### config.mk
export PLATFORM = sky130hd
export DESIGN_NAME = double_ended_queue_core_flat
export DESIGN_NICKNAME = d
export VERILOG_FILES = /design/src/design/deq_pkg.sv /design/src/design/deq_if.sv /design/src/design/deq_mem.sv /design/src/design/deq_ctrl.sv /design/src/design/double_ended_queue_core.sv /design/src/flat_wrapper.sv
export SDC_FILE = /design/constraint.sdc
export NUM_CORES = 1
export LEC_CHECK = 0
export ABC_AREA = 1
export BUFFER_PORTS_ARGS = -buffer_cell sky130_fd_sc_hd__buf_2
export CORE_MARGIN = 8
export CORE_UTILIZATION = 56
export CTS_CLUSTER_DIAMETER = 60
export DETAILED_ROUTE_END_ITERATION = 10
export MAX_ROUTING_LAYER = met4
export PLACE_DENSITY = 0.83
export SLEW_MARGIN = 0
export SYNTH_ARGS = -nofsm -noshare
export SYNTH_HDL_FRONTEND = slang
export SYNTH_HIERARCHICAL = 1
export SYNTH_SLANG_ARGS = --single-unit
export TNS_END_PERCENT = 20
### constraint.sdc
create_clock -name clk -period 4.5 [get_ports clk]
set_clock_uncertainty 0.2 [all_clocks]
set_input_delay 0.9 -clock clk [delete_from_list [all_inputs] [get_ports clk]]
set_output_delay 0.9 -clock clk [all_outputs]
set_load 0.1 [all_outputs]
### src/design/deq_pkg.sv
`timescale 1ns / 1ps
// ----------------------------------------------------------------------------
// deq_pkg: shared definitions for the double-ended queue
// Defaults, operation and status codes, field widths and the result word.
// ----------------------------------------------------------------------------

package deq_pkg;

	// default geometry
	localparam int DEPTH_DEF = 16;
	localparam int WIDTH_DEF = 32;

	// fixed field widths of the channels
	localparam int OP_W    = 3;
	localparam int VAL_W   = 32;
	localparam int STAT_W  = 2;
	localparam int IDX_W   = 4;
	localparam int COUNT_W = 5;

	// operation codes
	localparam logic [OP_W-1:0] OP_PUSH_FRONT = 3'd0;
	localparam logic [OP_W-1:0] OP_POP_FRONT  = 3'd1;
	localparam logic [OP_W-1:0] OP_PUSH_REAR  = 3'd2;
	localparam logic [OP_W-1:0] OP_POP_REAR   = 3'd3;
	localparam logic [OP_W-1:0] OP_SEARCH     = 3'd4;

	// status codes
	localparam logic [STAT_W-1:0] ST_OK        = 2'd0;
	localparam logic [STAT_W-1:0] ST_EMPTY     = 2'd1;
	localparam logic [STAT_W-1:0] ST_FULL      = 2'd2;
	localparam logic [STAT_W-1:0] ST_NOT_FOUND = 2'd3;

	// one result word
	typedef struct packed {
		logic [STAT_W-1:0]  status;
		logic [VAL_W-1:0]   value_out;
		logic [IDX_W-1:0]   found_index;
		logic [COUNT_W-1:0] count;
		logic               is_empty;
	} res_t;

endpackage

### src/design/deq_if.sv
`timescale 1ns / 1ps
// ----------------------------------------------------------------------------
// deq_if: command and response channels of the double-ended queue
// Valid/ready channels; a word moves when valid and ready are both high.
// ----------------------------------------------------------------------------

interface deq_cmd_if;
	logic                      valid;
	logic                      ready;
	logic [deq_pkg::OP_W-1:0]  opcode;
	logic [deq_pkg::VAL_W-1:0] value;

	modport source (output valid, output opcode, output value, input ready);
	modport sink   (input valid, input opcode, input value, output ready);
endinterface

interface deq_rsp_if;
	logic                        valid;
	logic                        ready;
	logic [deq_pkg::STAT_W-1:0]  status;
	logic [deq_pkg::VAL_W-1:0]   value_out;
	logic [deq_pkg::IDX_W-1:0]   found_index;
	logic [deq_pkg::COUNT_W-1:0] count;
	logic                        is_empty;

	modport source (output valid, output status, output value_out, output found_index,
		output count, output is_empty, input ready);
	modport sink   (input valid, input status, input value_out, input found_index,
		input count, input is_empty, output ready);
endinterface

### src/design/deq_mem.sv
`timescale 1ns / 1ps
// ----------------------------------------------------------------------------
// deq_mem: ring storage of the queue
// One write port and one read port with registered read data.
// ----------------------------------------------------------------------------

module deq_mem #(
	parameter int DEPTH = deq_pkg::DEPTH_DEF,
	parameter int WIDTH = deq_pkg::WIDTH_DEF,
	localparam int PTR_W = (DEPTH > 1) ? $clog2(DEPTH) : 1
) (
	input  logic             clk,
	input  logic             wr_en,
	input  logic [PTR_W-1:0] wr_addr,
	input  logic [WIDTH-1:0] wr_data,
	input  logic             rd_en,
	input  logic [PTR_W-1:0] rd_addr,
	output logic [WIDTH-1:0] rd_data
);

	logic [WIDTH-1:0] mem [DEPTH];
	logic [WIDTH-1:0] rd_data_q;

	// write port
	always_ff @(posedge clk) begin
		if (wr_en) begin
			mem[wr_addr] <= wr_data;
		end
	end

	// read port, data held until the next read
	always_ff @(posedge clk) begin
		if (rd_en) begin
			rd_data_q <= mem[rd_addr];
		end
	end

	assign rd_data = rd_data_q;

endmodule

### src/design/deq_ctrl.sv
`timescale 1ns / 1ps
// ----------------------------------------------------------------------------
// deq_ctrl: queue sequencer
// Keeps head and count, drives the storage through one shared slot adder
// and one compare unit, and walks the entries one per cycle on a search.
// ----------------------------------------------------------------------------

module deq_ctrl #(
	parameter int DEPTH = deq_pkg::DEPTH_DEF,
	parameter int WIDTH = deq_pkg::WIDTH_DEF,
	localparam int PTR_W = (DEPTH > 1) ? $clog2(DEPTH) : 1
) (
	input  logic                      clk,
	input  logic                      arst_n,
	// command side
	input  logic                      cmd_valid,
	output logic                      cmd_ready,
	input  logic [deq_pkg::OP_W-1:0]  opcode,
	input  logic [deq_pkg::VAL_W-1:0] value,
	// result side
	output logic                      res_valid,
	input  logic                      res_ready,
	output deq_pkg::res_t             res,
	// storage side
	output logic                      wr_en,
	output logic [PTR_W-1:0]          wr_addr,
	output logic [WIDTH-1:0]          wr_data,
	output logic                      rd_en,
	output logic [PTR_W-1:0]          rd_addr,
	input  logic [WIDTH-1:0]          rd_data
);

	localparam int CNT_W = $clog2(DEPTH + 1);
	localparam int SUM_W = CNT_W + 1;

	// sequencer states
	localparam logic [1:0] S_IDLE = 2'd0;
	localparam logic [1:0] S_WAIT = 2'd1;
	localparam logic [1:0] S_SCAN = 2'd2;
	localparam logic [1:0] S_DONE = 2'd3;

	logic [1:0]                  state_q;
	logic [PTR_W-1:0]            head_q;
	logic [CNT_W-1:0]            occ_q;
	logic [PTR_W-1:0]            idx_q;
	logic [WIDTH-1:0]            target_q;
	logic [WIDTH-1:0]            popped_q;
	logic [deq_pkg::STAT_W-1:0]  status_q;
	logic [PTR_W-1:0]            found_q;

	logic             accept;
	logic             is_full;
	logic             is_empty;
	logic [CNT_W-1:0] offset;
	logic [SUM_W-1:0] sum;
	logic [PTR_W-1:0] slot;
	logic [CNT_W-1:0] idx_next;
	logic             hit;
	logic             last;
	logic [WIDTH-1:0] word;

	assign cmd_ready = (state_q == S_IDLE);
	assign accept    = cmd_valid && cmd_ready;
	assign is_full   = (occ_q == CNT_W'(DEPTH));
	assign is_empty  = (occ_q == '0);
	assign word      = WIDTH'(value);
	assign idx_next  = CNT_W'(idx_q) + CNT_W'(1);

	// shared compare unit
	assign hit  = (rd_data == target_q);
	assign last = (idx_next == occ_q);

	// offset from the head for the shared slot adder
	always_comb begin
		offset = '0;
		if (state_q == S_IDLE) begin
			case (opcode)
				deq_pkg::OP_PUSH_FRONT: offset = CNT_W'(DEPTH - 1);
				deq_pkg::OP_PUSH_REAR:  offset = occ_q;
				deq_pkg::OP_POP_REAR:   offset = occ_q - CNT_W'(1);
				default:                offset = '0;
			endcase
		end else begin
			offset = idx_next;
		end
	end

	// shared slot adder with ring wrap
	assign sum  = SUM_W'(head_q) + SUM_W'(offset);
	assign slot = (sum >= SUM_W'(DEPTH)) ? PTR_W'(sum - SUM_W'(DEPTH)) : PTR_W'(sum);

	// storage requests
	always_comb begin
		wr_en   = 1'b0;
		rd_en   = 1'b0;
		wr_addr = slot;
		rd_addr = slot;
		wr_data = word;
		if (accept) begin
			case (opcode)
				deq_pkg::OP_PUSH_FRONT,
				deq_pkg::OP_PUSH_REAR:  wr_en = !is_full;
				deq_pkg::OP_POP_FRONT,
				deq_pkg::OP_POP_REAR,
				deq_pkg::OP_SEARCH:     rd_en = !is_empty;
				default:                rd_en = 1'b0;
			endcase
		end else if (state_q == S_SCAN) begin
			rd_en = !hit && !last;
		end
	end

	// sequencer
	always_ff @(posedge clk or negedge arst_n) begin
		if (!arst_n) begin
			state_q <= S_IDLE;
			head_q  <= '0;
			occ_q   <= '0;
		end else begin
			unique case (state_q)
				S_IDLE: begin
					if (accept) begin
						unique case (opcode)
							deq_pkg::OP_PUSH_FRONT: begin
								state_q <= S_DONE;
								if (!is_full) begin
									head_q <= slot;
									occ_q  <= occ_q + CNT_W'(1);
								end
							end
							deq_pkg::OP_PUSH_REAR: begin
								state_q <= S_DONE;
								if (!is_full) begin
									occ_q <= occ_q + CNT_W'(1);
								end
							end
							deq_pkg::OP_POP_FRONT: begin
								if (is_empty) begin
									state_q <= S_DONE;
								end else begin
									state_q <= S_WAIT;
									head_q  <= (head_q == PTR_W'(DEPTH - 1)) ? '0
										: head_q + PTR_W'(1);
									occ_q   <= occ_q - CNT_W'(1);
								end
							end
							deq_pkg::OP_POP_REAR: begin
								if (is_empty) begin
									state_q <= S_DONE;
								end else begin
									state_q <= S_WAIT;
									occ_q   <= occ_q - CNT_W'(1);
								end
							end
							deq_pkg::OP_SEARCH: begin
								state_q <= is_empty ? S_DONE : S_SCAN;
							end
							default: begin
								state_q <= S_DONE;
							end
						endcase
					end
				end
				S_WAIT: begin
					state_q <= S_DONE;
				end
				S_SCAN: begin
					if (hit || last) begin
						state_q <= S_DONE;
					end
				end
				S_DONE: begin
					if (res_ready) begin
						state_q <= S_IDLE;
					end
				end
				default: begin
					state_q <= S_IDLE;
				end
			endcase
		end
	end

	// result fields and search context
	always_ff @(posedge clk) begin
		if (accept) begin
			popped_q <= '0;
			found_q  <= '0;
			idx_q    <= '0;
			target_q <= word;
			case (opcode)
				deq_pkg::OP_PUSH_FRONT,
				deq_pkg::OP_PUSH_REAR:  status_q <= is_full ? deq_pkg::ST_FULL : deq_pkg::ST_OK;
				deq_pkg::OP_POP_FRONT,
				deq_pkg::OP_POP_REAR:   status_q <= is_empty ? deq_pkg::ST_EMPTY
					: deq_pkg::ST_OK;
				deq_pkg::OP_SEARCH:     status_q <= deq_pkg::ST_NOT_FOUND;
				default:                status_q <= deq_pkg::ST_OK;
			endcase
		end else if (state_q == S_WAIT) begin
			popped_q <= rd_data;
		end else if (state_q == S_SCAN) begin
			if (hit) begin
				status_q <= deq_pkg::ST_OK;
				found_q  <= idx_q;
			end else begin
				idx_q <= PTR_W'(idx_next);
			end
		end
	end

	// result word
	assign res_valid       = (state_q == S_DONE);
	assign res.status      = status_q;
	assign res.value_out   = deq_pkg::VAL_W'(popped_q);
	assign res.found_index = deq_pkg::IDX_W'(found_q);
	assign res.count       = deq_pkg::COUNT_W'(occ_q);
	assign res.is_empty    = is_empty;

endmodule

### src/design/double_ended_queue_core.sv
`timescale 1ns / 1ps
// ----------------------------------------------------------------------------
// double_ended_queue_core: double-ended queue on a ring buffer
// Push and pop at either end, search from the front, one response word
// per command word, held in an output register.
// ----------------------------------------------------------------------------
//
//  channel   dir   handshake       payload
//  cmd       in    valid / ready   opcode, value
//  rsp       out   valid / ready   status, value_out, found_index, count, is_empty
//
// Push and unused opcodes pass from accept through S_DONE to the output register;
// a pop that finds an entry goes through S_WAIT first (one registered storage read),
// a search on a non-empty queue stays in S_SCAN while it compares entries, at most the count held.
// The search walks one entry per cycle through the single storage read port.
// Reset empties the queue at once; storage contents need no clearing.
// A stalled rsp keeps its word; cmd is taken again once the sequencer is idle.

module double_ended_queue_core #(
	parameter int DEPTH = deq_pkg::DEPTH_DEF,
	parameter int WIDTH = deq_pkg::WIDTH_DEF
) (
	input  logic          clk,
	input  logic          arst_n,
	deq_cmd_if.sink       cmd,
	deq_rsp_if.source     rsp
);

	localparam int PTR_W = (DEPTH > 1) ? $clog2(DEPTH) : 1;

	logic             wr_en;
	logic [PTR_W-1:0] wr_addr;
	logic [WIDTH-1:0] wr_data;
	logic             rd_en;
	logic [PTR_W-1:0] rd_addr;
	logic [WIDTH-1:0] rd_data;

	logic             res_valid;
	logic             res_ready;
	deq_pkg::res_t    res;

	deq_pkg::res_t    out_q;
	logic             out_valid_q;

	// storage
	deq_mem #(
		.DEPTH (DEPTH),
		.WIDTH (WIDTH)
	) u_mem (
		.clk     (clk),
		.wr_en   (wr_en),
		.wr_addr (wr_addr),
		.wr_data (wr_data),
		.rd_en   (rd_en),
		.rd_addr (rd_addr),
		.rd_data (rd_data)
	);

	// sequencer
	deq_ctrl #(
		.DEPTH (DEPTH),
		.WIDTH (WIDTH)
	) u_ctrl (
		.clk       (clk),
		.arst_n    (arst_n),
		.cmd_valid (cmd.valid),
		.cmd_ready (cmd.ready),
		.opcode    (cmd.opcode),
		.value     (cmd.value),
		.res_valid (res_valid),
		.res_ready (res_ready),
		.res       (res),
		.wr_en     (wr_en),
		.wr_addr   (wr_addr),
		.wr_data   (wr_data),
		.rd_en     (rd_en),
		.rd_addr   (rd_addr),
		.rd_data   (rd_data)
	);

	// output register
	assign res_ready = !out_valid_q || rsp.ready;

	always_ff @(posedge clk or negedge arst_n) begin
		if (!arst_n) begin
			out_valid_q <= 1'b0;
		end else if (res_ready) begin
			out_valid_q <= res_valid;
		end
	end

	always_ff @(posedge clk) begin
		if (res_valid && res_ready) begin
			out_q <= res;
		end
	end

	assign rsp.valid       = out_valid_q;
	assign rsp.status      = out_q.status;
	assign rsp.value_out   = out_q.value_out;
	assign rsp.found_index = out_q.found_index;
	assign rsp.count       = out_q.count;
	assign rsp.is_empty    = out_q.is_empty;

endmodule
### src/flat_wrapper.sv
// flat-port wrapper written by rule: the top's interface ports become plain ports
module double_ended_queue_core_flat 
#(
	parameter int DEPTH = deq_pkg::DEPTH_DEF,
	parameter int WIDTH = deq_pkg::WIDTH_DEF
)
  (clk, arst_n, cmd_valid, cmd_opcode, cmd_value, cmd_ready, rsp_valid, rsp_status, rsp_value_out, rsp_found_index, rsp_count, rsp_is_empty, rsp_ready);
  deq_cmd_if cmd_i ();
  deq_rsp_if rsp_i ();
  input  logic clk;
  input  logic arst_n;
  input wire logic [$bits(cmd_i.valid)-1:0] cmd_valid;
  input wire logic [$bits(cmd_i.opcode)-1:0] cmd_opcode;
  input wire logic [$bits(cmd_i.value)-1:0] cmd_value;
  output wire logic [$bits(cmd_i.ready)-1:0] cmd_ready;
  output wire logic [$bits(rsp_i.valid)-1:0] rsp_valid;
  output wire logic [$bits(rsp_i.status)-1:0] rsp_status;
  output wire logic [$bits(rsp_i.value_out)-1:0] rsp_value_out;
  output wire logic [$bits(rsp_i.found_index)-1:0] rsp_found_index;
  output wire logic [$bits(rsp_i.count)-1:0] rsp_count;
  output wire logic [$bits(rsp_i.is_empty)-1:0] rsp_is_empty;
  input wire logic [$bits(rsp_i.ready)-1:0] rsp_ready;
  assign cmd_i.valid = cmd_valid;
  assign cmd_i.opcode = cmd_opcode;
  assign cmd_i.value = cmd_value;
  assign cmd_ready = cmd_i.ready;
  assign rsp_valid = rsp_i.valid;
  assign rsp_status = rsp_i.status;
  assign rsp_value_out = rsp_i.value_out;
  assign rsp_found_index = rsp_i.found_index;
  assign rsp_count = rsp_i.count;
  assign rsp_is_empty = rsp_i.is_empty;
  assign rsp_i.ready = rsp_ready;
  double_ended_queue_core #(.DEPTH(DEPTH), .WIDTH(WIDTH)) u_core (.clk(clk), .arst_n(arst_n), .cmd(cmd_i), .rsp(rsp_i));
endmodule
# Word-level counts from Yosys, hierarchy flattened
# Memories as Yosys holds them, arrays and structs flattened. A register that Yosys moved wholly into a read port is not among the register bits.
# Index checks and enable logic that the tools add are counted.
# totals
n_memories,1
elab_cells,100
input_bits,39
ramBits,512
register_bits,130
# op_classes
n_lt_le_gt_ge,1
bitwise,2
n_eq_ne,19
n_mux,31
addsub,6
reduce_logical,26
# mem_list
name,words,width,rd,rd_clocked_by_memory_dff,wr,line,source
u_core.u_mem.mem,16,32,1,1,1,deq_mem.sv:21,logic [WIDTH-1:0] mem [DEPTH];
# op_table
operator,n
32-bit == test,1
2-bit two-way mux,9
4-bit two-way mux,4
5-bit two-way mux,3
5-bit one-hot mux with 3 select lines,1
2-bit inequality test (second input constant),6
3-bit AND reduction,4
5-bit one-hot mux with 2 select lines,1
5-bit AND reduction,2
1-bit two-way mux,9
2-bit one-hot mux with 4 select lines,1
4-bit one-hot mux with 2 select lines,1
2-bit nonzero test,4
4-bit by 5-bit adder with 6-bit output,1
3-bit by 2-bit == test with 1-bit output (second input constant),2
6-bit by 5-bit greater-or-equal comparator with 1-bit output (second input constant),1
2-bit one-hot mux with 3 select lines,1
4-bit by 1-bit adder with 5-bit output (second input constant),1
5-bit by 1-bit adder with 5-bit output (second input constant),1
5-bit == test,1
5-bit == test (second input constant),1
1-bit logical NOT,5
5-bit logical NOT,1
5-bit by 1-bit subtractor with 5-bit output (second input constant),1
16 further kinds,23

# Depth between registers and ports, before layout
# Gate-level depths: netlist (run 1).
# logic_depth
ltp_word,8
depth_mapped,18
ltp_nobuf,16

# Hierarchy
# The synthesis (run 1) kept the hierarchy.
# by_module_without_submodules
module,instances,cells_each,seq_area_each_um2,area_each_um2
deq_mem,1,2120,16335.7,23050.9
deq_ctrl,1,656,2097.0,4879.7
double_ended_queue_core,1,50,1346.3,1366.3

# Least setup slack after synthesis (run 1)
# Ideal clock, no wire load.
# synth_path
kind,register to register
from,register u_core.u_ctrl.state_q[0]
to,memory u_core/u_mem/mem[4][0] (netlist name) (enable)
required_time_ns,3.879
t_arrival_ns,4.674
path_slack_ns,-0.795
setup_time_ns,0.421
stages_incl_launch_ff,12
period_less_slack_ns,5.295
cell_sequence,dfrtp_1 > inv_1 > ha_1 > clkinv_1 > a211oi_1 > a21oi_1 > ha_1 > fa_1 > xor2_1 > buf_4 > nand3b_1 > nor2_1
# synth_between
elab_chain_len,5
elab_cells_between_ends,10
cone_classes,add/sub (2); order compare (1); mux (5); reduce/logical (2)
# synth_rtl
element,line,source
from (decl),deq_ctrl.sv:42,logic [1:0] state_q;
from (signal assigned),deq_ctrl.sv:156,state_q <= is_empty ? S_DONE : S_SCAN;
2-bit logical NOT *,deq_ctrl.sv:62,assign cmd_ready = (state_q == S_IDLE);
via cmd_ready,flat_wrapper.sv:15,output wire logic [$bits(cmd_i.ready)-1:0] cmd_ready;
5-bit two-way mux *,deq_ctrl.sv:76,if (state_q == S_IDLE) begin
4-bit by 5-bit adder with 6-bit output *,deq_ctrl.sv:89,assign sum = SUM_W'(head_q) + SUM_W'(offset);
6-bit by 5-bit greater-or-equal comparator with 1-bit output / 4-bit by 1-bit subtractor with 4-bit output (equally long branches),deq_ctrl.sv:90,assign slot = (sum >= SUM_W'(DEPTH)) ? PTR_W'(sum - SUM_W'(DEPTH)) : PTR_W'(sum);
4-bit two-way mux *,deq_ctrl.sv:90,
via u_core.rd_addr[2],double_ended_queue_core.sv:35,logic [PTR_W-1:0] rd_addr;
to (decl),deq_mem.sv:21,
# Mark *: on every way through the listed nets, which the timed path passes. The rest lies on a longest branch.

# Final worst setup path (run 1)
# layout_path
from,register u_core.u_ctrl.occ_q[0]
to,memory u_core/u_mem/mem[8][24] (netlist name) (enable)
# layout_between
elab_chain_len,6
elab_cells_between_ends,13
cone_classes,add/sub (3); order compare (1); eq/ne (1); mux (7); reduce/logical (1)
# layout_rtl
element,line,source
from (decl),deq_ctrl.sv:44,logic [CNT_W-1:0] occ_q;
from (signal assigned),deq_ctrl.sv:128,occ_q <= occ_q + CNT_W'(1);
from (signal assigned),deq_ctrl.sv:134,occ_q <= occ_q + CNT_W'(1);
from (signal assigned),deq_ctrl.sv:144,occ_q <= occ_q - CNT_W'(1);
5-bit by 1-bit subtractor with 5-bit output,deq_ctrl.sv:80,deq_pkg::OP_POP_REAR: offset = occ_q - CNT_W'(1);
5-bit one-hot mux with 3 select lines *,deq_ctrl.sv:77,case (opcode)
5-bit two-way mux *,deq_ctrl.sv:76,
4-bit by 5-bit adder with 6-bit output *,deq_ctrl.sv:89,
6-bit by 5-bit greater-or-equal comparator with 1-bit output / 4-bit by 1-bit subtractor with 4-bit output (equally long branches),deq_ctrl.sv:90,
4-bit two-way mux *,deq_ctrl.sv:90,
via u_core.rd_addr[3],double_ended_queue_core.sv:35,
# Marks and branches as above.

==> run_results.csv, run 1 <==
group,metric,value,unit
outcome,status,"finished clean",
floorplanning,core_region_area,52100,um2
timing,tns,0,ns
floorplanning,die_h,245,um
critical_path,worstPathArrival,4.26,ns
timing,max_freq,239,MHz
route,drc,0,
yosys,ys_warn_count,6,
finish,nets,2941,
clock_tree,ctsResizeCount,0,
floorplanning,fp-row-count,84,
finish,stdcell_area,32600,um2
route,drt_first_pass_iters,8,
timing,drv_slew,0,
critical_path,cp-end-kind,"flop",
clock_tree,cts_sinks,674,
global_route,antenna_found_initial,1,
critical_path,required,4.59,ns
critical_path,worstSetupPathType,"flop to flop",
clock_tree,root_buffer,"clkbuf_16",
global_route,grtUsageTotal,24.2,%
job,maxCapViolations,0,
finish,fillerInstances,3762,
place,portBuffers,84,
worst_hold_path,min-delay-path-class,"flop to flop",
floorplanning,die_area,59900,um2
critical_path,start_kind,"flop",
route,avgViaCountPerCell,5.58,
yosys,synth_nets,2878,
yosys,netlist_instances,2826,
route,drt.antenna.violating_nets,0,
route,vias,20300,
global_route,grt_max_degree,73,
route,routed_wl,71500,um
finish,post-route-util,62.6,%
clock_tree,cts_max_level,3,
finish,area.sequential,19800,um2
timing,setup_viol,0,
timing,timing.hold.ws,0.222,ns
timing,fin_crit,4.18,ns
place,dp_hpwl,44800,um
clock_tree,clkTransAtPathRegs,0.06,ns
global_route,grt_pass1_vias,20000,
clock_tree,numCtsBuffers,66,
floorplanning,start_util,56.2,%
global_route,grt_first_pass_wirelength,110000,um
global_route,grt-ovfl-total,0,
place,place_congestion,0.884,
yosys,synth_seq_cells,674,
floorplanning,die_w,245,um
timing,worst_slew_pin_slew,0.629,ns
route,routedWlPerCell,19.7,um
yosys,netlist_area,29300,um2
clock_tree,clk_latency,0.59,ns
place,placed_area,30600,um2
yosys,avgSynthCellArea,10.4,um2
floorplanning,ios,85,
timing,slew_headroom,58.1,%
finish,drive_gt1_share,9.49,%
yosys,seq_area_frac_synth,67.5,%
clock_tree,cts_tree,"done",
clock_tree,clk_path_buf_depth,3,
route,drtIter0Drc,2539,
clock_tree,post_cts_buffers,0,
timing,finalHoldViolations,0,
finish,multiInputGateArea,6810,um2
critical_path,crit_fanout,28,
yosys,ys_types,39,
timing,finalCritPeriodShare,92.8,%
finish,syn2layout_area_growth,11.4,%
timing,rsz0062_at_grt,"no",
clock_tree,cts_hold_buf,1,
state kept, by name, indices dropped and copies added, names as in the netlist:
| signal | cells |
|---|---|
| u_core/u_mem/mem | 512 |
| u_core/rsp.value_out | 32 |
| u_core/u_ctrl/popped_q | 32 |
| u_core/u_ctrl/target_q | 32 |
| u_core/u_mem/rd_data | 32 |
| u_core/rsp.count | 5 |
| u_core/u_ctrl/occ_q | 5 |
| u_core/rsp.found_index | 4 |
| u_core/u_ctrl/found_q | 4 |
| u_core/u_ctrl/head_q | 4 |
| u_core/u_ctrl/idx_q | 4 |
| u_core/rsp.status | 2 |
| u_core/u_ctrl/state_q | 2 |
| u_core/u_ctrl/status_q | 2 |
| u_core/rsp.is_empty | 1 |
| u_core/rsp.valid | 1 |
cells in the mapped netlist, drive strengths merged:
cell type,instances,area [um2]
nand2,855,3220
edfxtp,622,18700
inv,495,1860
nand3,407,2050
buf,130,935
nor2,96,380
o21ai,49,245
dfxtp,40,801
a21oi,33,165
clkbuf,24,90.1
xnor2,14,123
xor2,13,114
dfrtp,12,300
ha,12,150
nand4,7,43.8
nor3,4,31.3
a211oi,2,15.0
clkinv,2,7.51
nand3b,2,15.0
o211ai,2,15.0
a22oi,1,7.51
a31oi,1,6.26
fa,1,20.0
o22ai,1,6.26
or2,1,6.26
critical path: stages (launching register included):
cell and delay [ns]:
dfrtp_1 0.45, inv_1 0.19, ha_1 0.29, xnor2_1 0.23
nor3_1 0.07, nor3_1 0.18, a21oi_1 0.07, ha_1 0.40
nand3_1 0.09, nand2_1 0.10, xor2_1 0.21, nand3_1 0.15
nand2_2 0.17, buf_4 0.18, nand3b_1 0.32, nor2_4 0.31
buf_12 0.25
final timing paths:
check,to,slack [ns],from,depth (start not counted)
max,u_core/u_mem/mem[8][24],0.32,u_core/u_ctrl/occ_q[0],16
min in group asynchronous,u_core/u_ctrl/occ_q[4],0.53,arst_n,2
min reg2reg,u_core/rsp.value_out[19],0.22,u_core/u_ctrl/popped_q[19],0
max reg2reg,u_core/u_mem/mem[8][24],0.32,u_core/u_ctrl/occ_q[0],16
min,u_core/rsp.value_out[19],0.22,u_core/u_ctrl/popped_q[19],0
max in group asynchronous,u_core/u_ctrl/head_q[0],3.32,arst_n,2
kinds of logic after synthesis:
logic type | synth area share, %
XOR/XNOR | 0.807
AND/OR/NAND/NOR | 19.6
buffers and inverters | 9.88
flip-flops | 67.5
AO/OA/AOI/OAI | 1.57
adder cells (fa/ha/maj) | 0.581
cell type report:
cell class	instances	share of cell area, %
diodes	2	0.0153
clock buffers	92	5.55
inverters	497	5.75
well taps	688	2.64
flip-flops and latches	674	60.6
multi-input cells	1501	20.9
clock inverters	28	0.724
repair buffers	149	3.86
routing by layer:
metal / part of all wire [%] / global-route usage [%]
met1: 37 / 29.9
met2: 48 / 39.5
met3: 11 / 3.64
met4: 4.2 / 10.8
met5: 0 / -
metrics by stage:
stage | instances | setup slack [ns]
floorplan | 2826 | 0.0731
global placement | 3508 | 0.234
CTS | 3629 | 0.399
global route | 3630 | 0.0859
detailed placement | 3508 | 0.185
finish | 3631 | 0.323
placed cells by master (no fill, tap or decap), types with 4 or more instances in the layout:
master     instances
xnor2_1           14
inv_6              5
xor2_1            12
a21oi_1           32
nand4_1            7
buf_4             36
clkinv_1          15
clkbuf_16         67
inv_2              6
dfrtp_1           12
nand2_2            4
buf_12            28
nand3_1          405
clkinv_2           6
edfxtp_1         622
o21ai_0           47
nand2_1          850
dfxtp_1           40
clkbuf_1          21
inv_1            486
clkbuf_8           4
buf_2             84
nor2_4            18
nor2_1            76
ha_1               9
Power of run 1 is not shown: default switching activity piles up to over one toggle a cycle in this logic, so the estimate is an artifact.
==> run 2: changes to the inputs <==
==> constraint.sdc (replaced) <==
create_clock -name clk -period 4.5 [get_ports clk]
set_clock_uncertainty 0.2 [all_clocks]
set_input_delay 0.225 -clock clk [delete_from_list [all_inputs] [get_ports clk]]
set_output_delay 0.225 -clock clk [all_outputs]
set_load 0.1 [all_outputs]
==> run 2 against run 1 <==
Net effect:
- register-to-register slack got worse by 0.07 ns
- final area rose by 0.93%
- fmax shrank 1.6%
- sequential share of layout area is 0.56 points lower
- flip-flop and latch count unchanged
- largest cell class unchanged
- highest routed layer unchanged
==> run_results.csv, run 2 (synthesis results as in run 1) <==
group,metric,value,unit
place,place_congestion,0.934,
route,routedWlPerCell,19.6,um
outcome,status,"finished clean",
clock_tree,clk_path_buf_depth,3,
floorplanning,start_util,56.2,%
finish,final_cell_mix,"nand2_1 (850), edfxtp_1 (622), inv_1 (486), nand3_1 (405), buf_2 (84)",
global_route,grt_max_degree,201,
clock_tree,cts_tree,"done",
finish,fillerInstances,3584,
route,avgViaCountPerCell,5.56,
job,maxCapViolations,0,
critical_path,worstSetupPathType,"flop to flop",
timing,finalHoldViolations,0,
timing,drv_slew,0,
critical_path,start_kind,"flop",
global_route,grt_first_pass_wirelength,111000,um
finish,syn2layout_area_growth,12.4,%
clock_tree,root_buffer,"clkbuf_16",
finish,largest-register,"u_core/u_mem/mem",
worst_hold_path,min-delay-path-class,"flop to flop",
finish,largest_reg_flops,512,
finish,post-route-util,63.2,%
clock_tree,post_cts_buffers,0,
global_route,grt_pass1_vias,19900,
timing,fin_crit,4.25,ns
route,drt_first_pass_iters,8,
global_route,grt-ovfl-total,0,
route,drtIter0Drc,2271,
critical_path,worstPathArrival,4.34,ns
critical_path,crit_fanout,14,
clock_tree,numCtsBuffers,67,
critical_path,required,4.60,ns
timing,finalCritPeriodShare,94.4,%
global_route,grtUsageTotal,24.2,%
route,vias,20400,
finish,layout_commonest_cell,"nand2_1",
timing,rsz0062_at_grt,"no",
clock_tree,clkTransAtPathRegs,0.06,ns
route,drt.antenna.violating_nets,0,
timing,slew_headroom,34.0,%
place,dp_hpwl,42300,um
clock_tree,cts_hold_buf,40,
route,routed_wl,71800,um
timing,setup_viol,0,
timing,tns,0,ns
clock_tree,cts_sinks,674,
finish,drive_gt1_share,9.23,%
critical_path,cp-end-kind,"flop",
floorplanning,die_area,59900,um2
global_route,antenna_found_initial,2,
floorplanning,die_h,245,um
route,drc,0,
floorplanning,core_region_area,52100,um2
timing,worst_slew_pin_slew,0.991,ns
finish,nets,2967,
clock_tree,ctsResizeCount,0,
clock_tree,cts_max_level,3,
floorplanning,die_w,245,um
floorplanning,ios,85,
place,portBuffers,84,
critical_path,reg2reg_setup_slack,0.25,ns
clock_tree,clk_latency,0.60,ns
floorplanning,fp-row-count,84,
timing,max_freq,235,MHz
==> run 2: path summary, 6_finish.rpt <==
kind | cells after the start | endpoint | from
worst max-delay path | 11 | u_core/u_mem/mem[5][9] | u_core/u_ctrl/state_q[0]
worst min-delay path | 0 | u_core/rsp.value_out[28] | u_core/u_ctrl/popped_q[28]
worst max register to register | 11 | u_core/u_mem/mem[5][9] | u_core/u_ctrl/state_q[0]
worst min register to register | 0 | u_core/rsp.value_out[28] | u_core/u_ctrl/popped_q[28]
max in group asynchronous | 3 | u_core/u_ctrl/occ_q[1] | arst_n
min in group asynchronous | 3 | u_core/rsp.valid | arst_n
==> run 2: per-layer routing <==
metal	part of all wire (%)	track usage [%]
met5	0	-
met4	3.8	10.7
met3	9.7	3.75
met2	49	39.4
met1	37	30.1
==> run 2: cell type report <==
class	count	area (um2)	share of cell area, %
Sequential cell	674	19800	60.0
Multi-Input combinational cell	1501	6810	20.7
Inverter	497	1880	5.69
Clock buffer	87	1830	5.54
Timing Repair Buffer	174	1450	4.39
Tap cell	688	861	2.61
Clock inverter	37	335	1.02
Antenna cell	4	10.0	0.0304
==> run 2: metrics by stage <==
stage | instance area, um2 | worst slack [ns] | instances | hold slack, ns
3_3_place_gp | 30400 | 0.398 | 3494 | -0.0614
4_1_cts | 32900 | 0.314 | 3658 | 0.226
2_1_floorplan | 29300 | 0.0731 | 2826 | -0.271
3_5_place_dp | 30400 | 0.373 | 3494 | -0.0644
5_1_grt | 32900 | 0.0697 | 3662 | 0.231
6_report | 32900 | 0.253 | 3662 | 0.226
==> run 2: worst max-delay path, cell delays in order, from the launching register on <==
cell	delay (ns)
dfrtp_1	0.43
inv_1	0.12
ha_2	0.26
clkinv_1	0.23
a211oi_1	0.27
a21oi_1	0.11
ha_4	0.19
fa_4	0.47
xor2_4	0.47
nand3b_1	0.42
nor2_4	0.54
buf_12	0.22
Power of run 2 is left out for the same reason.
